## src/rtl/cocktail_shaker_sorter_top_defines.svh

```systemverilog
// Assertion macros shared by the sorter RTL.
// No dependencies; included by files that carry concurrent assertions.
`ifndef COCKTAIL_SHAKER_SORTER_TOP_DEFINES_SVH
`define COCKTAIL_SHAKER_SORTER_TOP_DEFINES_SVH

`ifndef NO_ASSERTIONS
// Checked property, disabled while the asynchronous reset is active.
`define CSS_ASSERT(lbl, clk, rst_n, prop, msg) \
	lbl: assert property (@(posedge clk) disable iff (!rst_n) prop) else $error(msg);
// Checked property that also holds during reset.
`define CSS_ASSERT_ALWAYS(lbl, clk, prop, msg) \
	lbl: assert property (@(posedge clk) prop) else $error(msg);
`else
`define CSS_ASSERT(lbl, clk, rst_n, prop, msg)
`define CSS_ASSERT_ALWAYS(lbl, clk, prop, msg)
`endif

`endif

```

## src/rtl/css_pkg.sv

```systemverilog
// Shared types for the cocktail shaker sorter: controller states,
// datapath operation codes and the status bundle. No dependencies.
package css_pkg;

	localparam int unsigned DATA_W = 32;

	typedef enum logic [3:0] {
		S_LOAD,
		S_INIT,
		S_FPRIME,
		S_FCAP,
		S_FSTEP,
		S_FEND,
		S_BPRIME,
		S_BCAP,
		S_BSTEP,
		S_BEND,
		S_OINIT,
		S_ORD,
		S_OSHOW
	} css_state_t;

	typedef enum logic [3:0] {
		DP_NOP,
		DP_LOAD,
		DP_INIT,
		DP_FPRIME,
		DP_FCAP,
		DP_FSTEP,
		DP_FEND,
		DP_BPRIME,
		DP_BCAP,
		DP_BSTEP,
		DP_BEND,
		DP_OINIT,
		DP_ORD,
		DP_ONEXT
	} css_op_t;

	typedef struct packed {
		logic load_close;   // this load closes the batch
		logic init_single;  // batch holds one element
		logic fstep_last;   // forward step reaches the right bound
		logic bstep_last;   // backward step reaches the left bound
		logic fwd_more;     // unsorted span remains after a forward pass
		logic bwd_more;     // unsorted span remains after a backward pass
		logic out_last;     // current output is the final one
	} css_status_t;

endpackage

```

## src/rtl/css_in_if.sv

```systemverilog
// Input channel carrying one batch element per transaction.
// Depends on css_pkg for the data width.
interface css_in_if import css_pkg::*; ();
	logic                     valid;
	logic                     ready;
	logic signed [DATA_W-1:0] value;
	logic                     is_last;

	modport source (output valid, output value, output is_last, input ready);
	modport sink (input valid, input value, input is_last, output ready);
endinterface

```

## src/rtl/css_out_if.sv

```systemverilog
// Output channel carrying one sorted element per transaction.
// Depends on css_pkg for the data width.
interface css_out_if import css_pkg::*; ();
	logic                     valid;
	logic                     ready;
	logic signed [DATA_W-1:0] sorted_value;
	logic                     end_of_batch;

	modport source (output valid, output sorted_value, output end_of_batch, input ready);
	modport sink (input valid, input sorted_value, input end_of_batch, output ready);
endinterface

```

## src/rtl/css_ctrl.sv

```systemverilog
// Sequencer for load, sort passes and readout of the sorter.
// Depends on css_pkg; drives css_datapath through op codes and reads its status.
module css_ctrl import css_pkg::*; (
	input  logic        clk,
	input  logic        arst_n,
	input  logic        in_valid,
	input  logic        out_ready,
	input  css_status_t status,
	output logic        in_ready,
	output logic        out_valid,
	output css_op_t     op
);

	css_state_t state_q, state_d;

	always_ff @(posedge clk or negedge arst_n) begin
		if (!arst_n) begin
			state_q <= S_LOAD;
		end else begin
			state_q <= state_d;
		end
	end

	always_comb begin
		state_d   = state_q;
		op        = DP_NOP;
		in_ready  = 1'b0;
		out_valid = 1'b0;
		case (state_q)
			S_LOAD: begin
				in_ready = 1'b1;
				if (in_valid) begin
					op = DP_LOAD;
					if (status.load_close)
						state_d = S_INIT;
				end
			end
			S_INIT: begin
				op      = DP_INIT;
				state_d = status.init_single ? S_OINIT : S_FPRIME;
			end
			S_FPRIME: begin
				op      = DP_FPRIME;
				state_d = S_FCAP;
			end
			S_FCAP: begin
				op      = DP_FCAP;
				state_d = S_FSTEP;
			end
			S_FSTEP: begin
				op = DP_FSTEP;
				if (status.fstep_last)
					state_d = S_FEND;
			end
			S_FEND: begin
				op      = DP_FEND;
				state_d = status.fwd_more ? S_BPRIME : S_OINIT;
			end
			S_BPRIME: begin
				op      = DP_BPRIME;
				state_d = S_BCAP;
			end
			S_BCAP: begin
				op      = DP_BCAP;
				state_d = S_BSTEP;
			end
			S_BSTEP: begin
				op = DP_BSTEP;
				if (status.bstep_last)
					state_d = S_BEND;
			end
			S_BEND: begin
				op      = DP_BEND;
				state_d = status.bwd_more ? S_FPRIME : S_OINIT;
			end
			S_OINIT: begin
				op      = DP_OINIT;
				state_d = S_ORD;
			end
			S_ORD: begin
				op      = DP_ORD;
				state_d = S_OSHOW;
			end
			S_OSHOW: begin
				out_valid = 1'b1;
				if (out_ready) begin
					op      = DP_ONEXT;
					state_d = status.out_last ? S_LOAD : S_ORD;
				end
			end
			default: begin
				state_d = S_LOAD;
			end
		endcase
	end

endmodule

```

## src/rtl/css_datapath.sv

```systemverilog
// Element store, bounds, index and carry register of the sorter.
// Depends on css_pkg and the assertion macros; commanded by css_ctrl.
`include "cocktail_shaker_sorter_top_defines.svh"

module css_datapath import css_pkg::*; #(
	parameter int unsigned MAX_ELEMENTS = 64
) (
	input  logic                     clk,
	input  logic                     arst_n,
	input  css_op_t                  op,
	input  logic signed [DATA_W-1:0] value,
	input  logic                     is_last,
	output css_status_t              status,
	output logic signed [DATA_W-1:0] sorted_value,
	output logic                     end_of_batch
);

	localparam int unsigned AW = (MAX_ELEMENTS > 1) ? $clog2(MAX_ELEMENTS) : 1;
	localparam int unsigned CW = $clog2(MAX_ELEMENTS + 1);

	logic signed [DATA_W-1:0] mem [MAX_ELEMENTS];
	logic signed [DATA_W-1:0] rd_q;
	logic signed [DATA_W-1:0] carry_q;
	logic [CW-1:0]            count_q;
	logic [AW-1:0]            l_q, r_q, ls_q, i_q;

	logic                     we, re;
	logic [AW-1:0]            wa, ra;
	logic signed [DATA_W-1:0] wd;
	logic                     out_last;
	logic                     fwd_swap, bwd_swap;

	assign out_last = (CW'(i_q) == (count_q - CW'(1)));
	// carry is the value travelling with the pass; a swap keeps it moving
	assign fwd_swap = (carry_q < rd_q);
	assign bwd_swap = (carry_q > rd_q);

	always_comb begin
		status.load_close  = is_last || (count_q == CW'(MAX_ELEMENTS - 1));
		status.init_single = (count_q == CW'(1));
		status.fstep_last  = (AW'(i_q + AW'(1)) == r_q);
		status.bstep_last  = (i_q == AW'(l_q + AW'(1)));
		status.fwd_more    = (ls_q > l_q);
		status.bwd_more    = (ls_q < r_q);
		status.out_last    = out_last;
	end

	assign sorted_value = rd_q;
	assign end_of_batch = out_last;

	always_comb begin
		we = 1'b0;
		re = 1'b0;
		wa = i_q;
		ra = i_q;
		wd = carry_q;
		case (op)
			DP_LOAD: begin
				we = 1'b1;
				wa = count_q[AW-1:0];
				wd = value;
			end
			DP_FPRIME: begin
				re = 1'b1;
				ra = l_q;
			end
			DP_FCAP: begin
				re = 1'b1;
				ra = AW'(i_q + AW'(1));
			end
			DP_FSTEP: begin
				re = 1'b1;
				ra = AW'(i_q + AW'(2));
				we = 1'b1;
				wd = fwd_swap ? rd_q : carry_q;
			end
			DP_FEND: begin
				we = 1'b1;
				wa = r_q;
			end
			DP_BPRIME: begin
				re = 1'b1;
				ra = r_q;
			end
			DP_BCAP: begin
				re = 1'b1;
				ra = AW'(i_q - AW'(1));
			end
			DP_BSTEP: begin
				re = 1'b1;
				ra = AW'(i_q - AW'(2));
				we = 1'b1;
				wd = bwd_swap ? rd_q : carry_q;
			end
			DP_BEND: begin
				we = 1'b1;
				wa = l_q;
			end
			DP_ORD: begin
				re = 1'b1;
			end
			default: begin
			end
		endcase
	end

	// Store: one write and one registered read per cycle
	always_ff @(posedge clk) begin
		if (we)
			mem[wa] <= wd;
		if (re)
			rd_q <= mem[ra];
	end

	always_ff @(posedge clk) begin
		case (op)
			DP_FCAP, DP_BCAP: carry_q <= rd_q;
			DP_FSTEP: begin
				if (!fwd_swap)
					carry_q <= rd_q;
			end
			DP_BSTEP: begin
				if (!bwd_swap)
					carry_q <= rd_q;
			end
			default: begin
			end
		endcase
	end

	always_ff @(posedge clk or negedge arst_n) begin
		if (!arst_n) begin
			count_q <= '0;
			l_q     <= '0;
			r_q     <= '0;
			ls_q    <= '0;
			i_q     <= '0;
		end else begin
			case (op)
				DP_LOAD: count_q <= count_q + CW'(1);
				DP_INIT: begin
					l_q <= '0;
					r_q <= AW'(count_q - CW'(1));
				end
				DP_FPRIME: begin
					i_q  <= l_q;
					ls_q <= l_q;
				end
				DP_FSTEP: begin
					if (fwd_swap)
						ls_q <= i_q;
					i_q <= AW'(i_q + AW'(1));
				end
				DP_FEND: r_q <= ls_q;
				DP_BPRIME: begin
					i_q  <= r_q;
					ls_q <= r_q;
				end
				DP_BSTEP: begin
					if (bwd_swap)
						ls_q <= i_q;
					i_q <= AW'(i_q - AW'(1));
				end
				DP_BEND: l_q <= ls_q;
				DP_OINIT: i_q <= '0;
				DP_ONEXT: begin
					if (out_last)
						count_q <= '0;
					else
						i_q <= AW'(i_q + AW'(1));
				end
				default: begin
				end
			endcase
		end
	end

	`CSS_ASSERT(a_fstep_in_span, clk, arst_n, (op == DP_FSTEP) |-> (i_q >= l_q && i_q < r_q), "forward step outside bounds")
	`CSS_ASSERT(a_bstep_in_span, clk, arst_n, (op == DP_BSTEP) |-> (i_q > l_q && i_q <= r_q), "backward step outside bounds")
	`CSS_ASSERT(a_right_shrinks, clk, arst_n, (op == DP_FEND) |=> (r_q < $past(r_q)), "right bound did not shrink")
	`CSS_ASSERT(a_left_grows, clk, arst_n, (op == DP_BEND) |=> (l_q > $past(l_q)), "left bound did not grow")
	`CSS_ASSERT(a_count_range, clk, arst_n, (count_q <= CW'(MAX_ELEMENTS)), "element count overflow")

endmodule

```

## src/rtl/cocktail_shaker_sorter_top.sv

```systemverilog
// Cocktail shaker sorter: accepts a batch of up to MAX_ELEMENTS signed 32-bit
// values, one per cycle, until a transaction with is_last set or until the store
// is full, then sorts the batch in place into descending order and returns it one
// transaction per element, end_of_batch on the final one. No input is taken while
// a batch is sorted or read out. Each sort pass runs a read prime, a carry capture,
// a compare step per adjacent pair of its span and a final write, because
// the store has one write and one registered read port; passes alternate
// direction and shrink to the last swap, and a batch already in descending
// order needs only one forward pass. Readout reads each element through the
// registered store read before it is offered on the output.
// No clearing pass after reset.
// Depends on css_pkg, css_in_if, css_out_if, css_ctrl and css_datapath.
module cocktail_shaker_sorter_top import css_pkg::*; #(
	parameter int unsigned MAX_ELEMENTS = 64
) (
	input logic      clk,
	input logic      arst_n,
	css_in_if.sink   elem,
	css_out_if.source result
);

	css_op_t     op;
	css_status_t status;

	css_ctrl u_ctrl (
		.clk       (clk),
		.arst_n    (arst_n),
		.in_valid  (elem.valid),
		.out_ready (result.ready),
		.status    (status),
		.in_ready  (elem.ready),
		.out_valid (result.valid),
		.op        (op)
	);

	css_datapath #(
		.MAX_ELEMENTS (MAX_ELEMENTS)
	) u_datapath (
		.clk          (clk),
		.arst_n       (arst_n),
		.op           (op),
		.value        (elem.value),
		.is_last      (elem.is_last),
		.status       (status),
		.sorted_value (result.sorted_value),
		.end_of_batch (result.end_of_batch)
	);

endmodule
```

## src/flat_wrapper.sv

```systemverilog
// flat-port wrapper written by rule: the top's interface ports become plain ports
module cocktail_shaker_sorter_top_flat import css_pkg::*;
#(
	parameter int unsigned MAX_ELEMENTS = 64
)
  (clk, arst_n, elem_valid, elem_value, elem_is_last, elem_ready, result_valid, result_sorted_value, result_end_of_batch, result_ready);
  css_in_if elem_i ();
  css_out_if result_i ();
  input logic clk;
  input logic arst_n;
  input wire logic [$bits(elem_i.valid)-1:0] elem_valid;
  input wire logic [$bits(elem_i.value)-1:0] elem_value;
  input wire logic [$bits(elem_i.is_last)-1:0] elem_is_last;
  output wire logic [$bits(elem_i.ready)-1:0] elem_ready;
  output wire logic [$bits(result_i.valid)-1:0] result_valid;
  output wire logic [$bits(result_i.sorted_value)-1:0] result_sorted_value;
  output wire logic [$bits(result_i.end_of_batch)-1:0] result_end_of_batch;
  input wire logic [$bits(result_i.ready)-1:0] result_ready;
  assign elem_i.valid = elem_valid;
  assign elem_i.value = elem_value;
  assign elem_i.is_last = elem_is_last;
  assign elem_ready = elem_i.ready;
  assign result_valid = result_i.valid;
  assign result_sorted_value = result_i.sorted_value;
  assign result_end_of_batch = result_i.end_of_batch;
  assign result_i.ready = result_ready;
  cocktail_shaker_sorter_top #(.MAX_ELEMENTS(MAX_ELEMENTS)) u_core (.clk(clk), .arst_n(arst_n), .elem(elem_i), .result(result_i));
endmodule
```

## config.mk

```make
export PLATFORM = sky130hd
export DESIGN_NAME = cocktail_shaker_sorter_top_flat
export DESIGN_NICKNAME = d
export VERILOG_FILES = /design/src/rtl/css_pkg.sv /design/src/rtl/css_in_if.sv /design/src/rtl/css_out_if.sv /design/src/rtl/css_ctrl.sv /design/src/rtl/css_datapath.sv /design/src/rtl/cocktail_shaker_sorter_top.sv /design/src/flat_wrapper.sv
export VERILOG_INCLUDE_DIRS = /design/src /design/src/rtl
export SDC_FILE = /design/constraint.sdc
export NUM_CORES = 2
export LEC_CHECK = 0
export BUFFER_PORTS_ARGS = -buffer_cell sky130_fd_sc_hd__buf_2
export CAP_MARGIN = 20
export CELL_PAD_IN_SITES_DETAIL_PLACEMENT = 0
export CELL_PAD_IN_SITES_GLOBAL_PLACEMENT = 1
export CORE_ASPECT_RATIO = 0.5
export CORE_MARGIN = 3
export CORE_UTILIZATION = 54
export DETAILED_ROUTE_END_ITERATION = 10
export GPL_ROUTABILITY_DRIVEN = 0
export PLACE_DENSITY = 0.77
export SLEW_MARGIN = 20
export SYNTH_ARGS = -nofsm -noshare
export SYNTH_HDL_FRONTEND = slang
export SYNTH_SLANG_ARGS = --single-unit
export TNS_END_PERCENT = 100
```

## constraint.sdc

```tcl
create_clock -name clk -period 6.73 [get_ports clk]
set_input_delay 0.3365 -clock clk [delete_from_list [all_inputs] [get_ports clk]]
set_output_delay 0.3365 -clock clk [all_outputs]
set_load 0.1 [all_outputs]
```

==> results.md <==
- Status: finished, final reports clean
- CP Cell Sequence: nor2_2 > nand2_2 > inv_2 > ha_1 > a21oi_1 > nand3_1 > a21oi_1 > o32a_1 > nor4_4 > buf_4 > and2_1 > buf_4 > a22oi_1 > nand3_1 > or3_1
- Nets: 5,693
- Clock root cell: clkbuf_16
- Setup repair bufs after CTS: 0
- GR Util met3: 0.117
- Most used flip-flop cell after synthesis: edfxtp_1
- Area grow syn2layout: 12.2%
- Slowest-stage cell, CP: a22oi_1
- Post-DP HPWL: 162,000 um
- Cts hold-fix bufs: 3
- Total core area: 0.158 sq mm
- Initial DRT Pass Iterations: 8
- Tmin final: 6.34 ns
- Gr ovfl total: 0
- Critical path class: reg2reg
- Initial antenna violation count: 32
- Share of cells above drive strength 1: 0.156
- Worst path arrival time: 6.89 ns
- Startpoint types: register
- Worst Path Max Fanout: 21
- Initial Util: 0.546
- Final WL: 261,000 um
- DR vias/cell: 6.74
- H-tree Lvls: 4
- Max Clk Rate: 0.158 GHz
- Worst Max-Slew Pin Slew: 1.33 ns
- RSZ-0062 raised after global routing: false
- Critical Path Max Stage Delay: 0.81 ns
- Initial detailed-routing violation count: 8,725
- Required @ worst endpoint: 7.28 ns
- Post-Syn Instances: 5,453
- Die width: 572 um
- Min-Delay Path Class: in2reg
- Die Span Y: 289 um
- Max Cap Viol: 0
- YS warnings: 0
- Final hold viol count: 0
- WL/cell: 33.1 um
- Post-route insts no fill: 7,866
- Pin count of the biggest net entering global routing: 114
- GR Layer Usage met2: 0.437
- Crit path capture type: register
- Detail Route Antenna Nets: 0
- Resized Gates After CTS: 0
- Synth cell types: 84
- EDFF count, synth: 2,112
- Final setup skew: 0.0521 ns
- Worst-Skew Late Latency: 0.82 ns
- First-pass GRT wire length: 369,000 um
- Vias after detailed routing: 53.0k
- Gr busiest metal: met1
- GR Layer Usage met1: 0.478
- Total GRT Usage: 0.315
- FFs w/ async S/R, synth: 0.0163
- Rel. slew slack: 0.103
- Number of port buffers: 71
- Max-slew violation count: 0
- Post-synthesis sequential area ratio: 0.745
- CTS Buf Count: 181
- Sink Count: 2,147
- Setup TNS: 0 ns
- Mapped Area: 0.0863 sq mm
- IO Pins: 72
- Endpoints failing setup: 0
- Final period util: 0.942
- CTS Buffer Depth: 3
- Yosys reg bits: 2,147
- Clock transition at path regs: 0.08 ns
- Syn Nets: 5,543
- Synth Area per Inst: 15.8 sq um
- Site Rows: 103
- Vias in the first global route: 49.1k
- Residual DRC: 0
- TritonCTS clock tree: yes
- Die ar.: 0.165 sq mm
- Inst Count DP: 7,517
==> area by class of cell <==
cell class / instances / area, sq um
Fill cell: 11349 / 61300
Sequential cell: 2147 / 64300
Timing Repair Buffer: 302 / 2430
Antenna cell: 18 / 45.0
Clock buffer: 218 / 4710
Inverter: 87 / 327
Clock inverter: 110 / 1080
Tap cell: 2100 / 2630
Multi-Input combinational cell: 2884 / 21400
==> worst max-delay path: cells and delay by family (launching register included) <==
kind | cells | cell delay (ns)
AOI/OAI and AO/OA | 4 | 1.97
adders and majority gates | 1 | 0.35
buffers and inverters | 3 | 0.99
DFF | 1 | 0.63
and+or+nand+nor | 7 | 2.08
==> registers in the layout, summed over array words and instances, names as in the netlist <==
name / cells
u_core.u_ctrl.state_q: 4
u_core.u_datapath.carry_q: 32
u_core.u_datapath.count_q: 7
u_core.u_datapath.i_q: 6
u_core.u_datapath.l_q: 6
u_core.u_datapath.ls_q: 6
u_core.u_datapath.mem: 2048
u_core.u_datapath.r_q: 6
u_core.u_datapath.sorted_value: 32
==> Yosys cell counts (52+ instances only) <==
| library cell | instances | area [sq um] |
|---|---|---|
| nand2_1 | 869 | 3260 |
| nand4_1 | 88 | 551 |
| inv_1 | 85 | 319 |
| nor2_1 | 138 | 518 |
| buf_2 | 116 | 581 |
| clkbuf_1 | 159 | 597 |
| ha_1 | 52 | 651 |
| mux4_2 | 198 | 4460 |
| a32oi_1 | 87 | 762 |
| mux2i_1 | 223 | 2230 |
| edfxtp_1 | 2112 | 63400 |
| o21ai_0 | 60 | 300 |
| a22oi_1 | 89 | 668 |
| nand3_1 | 513 | 2570 |
| o211ai_1 | 79 | 593 |
| a21oi_1 | 53 | 265 |
==> worst paths after layout <==
| check | startpoint | to | slack, ns | depth (start not counted) |
|---|---|---|---|---|
| worst max-delay path | u_core.u_ctrl.state_q[2]$_DFFE_PN0P_ | u_core.u_datapath.sorted_value[15]$_DFFE_PP_ | 0.39 | 15 |
| worst min-delay path | elem_valid | u_core.u_datapath.count_q[0]$_DFFE_PN0P_ | 0.09 | 3 |
| worst max register to register | u_core.u_ctrl.state_q[2]$_DFFE_PN0P_ | u_core.u_datapath.sorted_value[15]$_DFFE_PP_ | 0.39 | 15 |
| worst min register to register | u_core.u_datapath.sorted_value[12]$_DFFE_PP_ | u_core.u_datapath.carry_q[12]$_DFFE_PP_ | 0.48 | 0 |
| max in group asynchronous | arst_n | u_core.u_datapath.count_q[1]$_DFFE_PN0P_ | 5.97 | 2 |
| min in group asynchronous | arst_n | u_core.u_datapath.i_q[5]$_DFFE_PN0P_ | 0.15 | 2 |
==> cells by family after synthesis <==
family,after synthesis,share of synthesized area
DFF,2147,0.745
adders and majority gates,53,0.00777
xor gates and xnor gates,37,0.00375
muxes,429,0.0785
and+or+nand+nor,1795,0.0945
buffers and inverters,422,0.0216
AOI/OAI and AO/OA,570,0.0492
==> per-layer routing <==
metal | vias up | wire length [um]
met3 | 409 | 41800
met2 | 3889 | 110000
met1 | 27047 | 104000
met4 | 24 | 5080
met5 | - | 149
li1 | 21622 | -
==> cells in the final DEF, fill, tap and decap left out, drive strengths merged, types with 87 or more instances in the layout <==
cell    instances
mux4          198
mux2i         223
nor2          143
inv            95
edfxtp       2112
nand3         513
nand2         870
a22oi          89
a32oi          87
buf           299
nand4          88
clkbuf        218
==> stage by stage <==
step / hold slack, ns / utilization / cell area, sq um / worst slack, ns
after floorplan: 0.0409 / - / 86400 / 0.815
after global placement: 0.456 / 0.575 / 91000 / 0.701
after detailed placement: 0.470 / 0.575 / 91000 / 0.733
after CTS: 0.0447 / 0.612 / 96900 / 0.702
after global routing: 0.0784 / 0.612 / 96900 / 0.291
final: 0.0937 / 0.612 / 96900 / 0.393
Power is left out: the tool's default activity adds up to more than one toggle a clock period on the data nets, which glitch-free logic cannot reach.
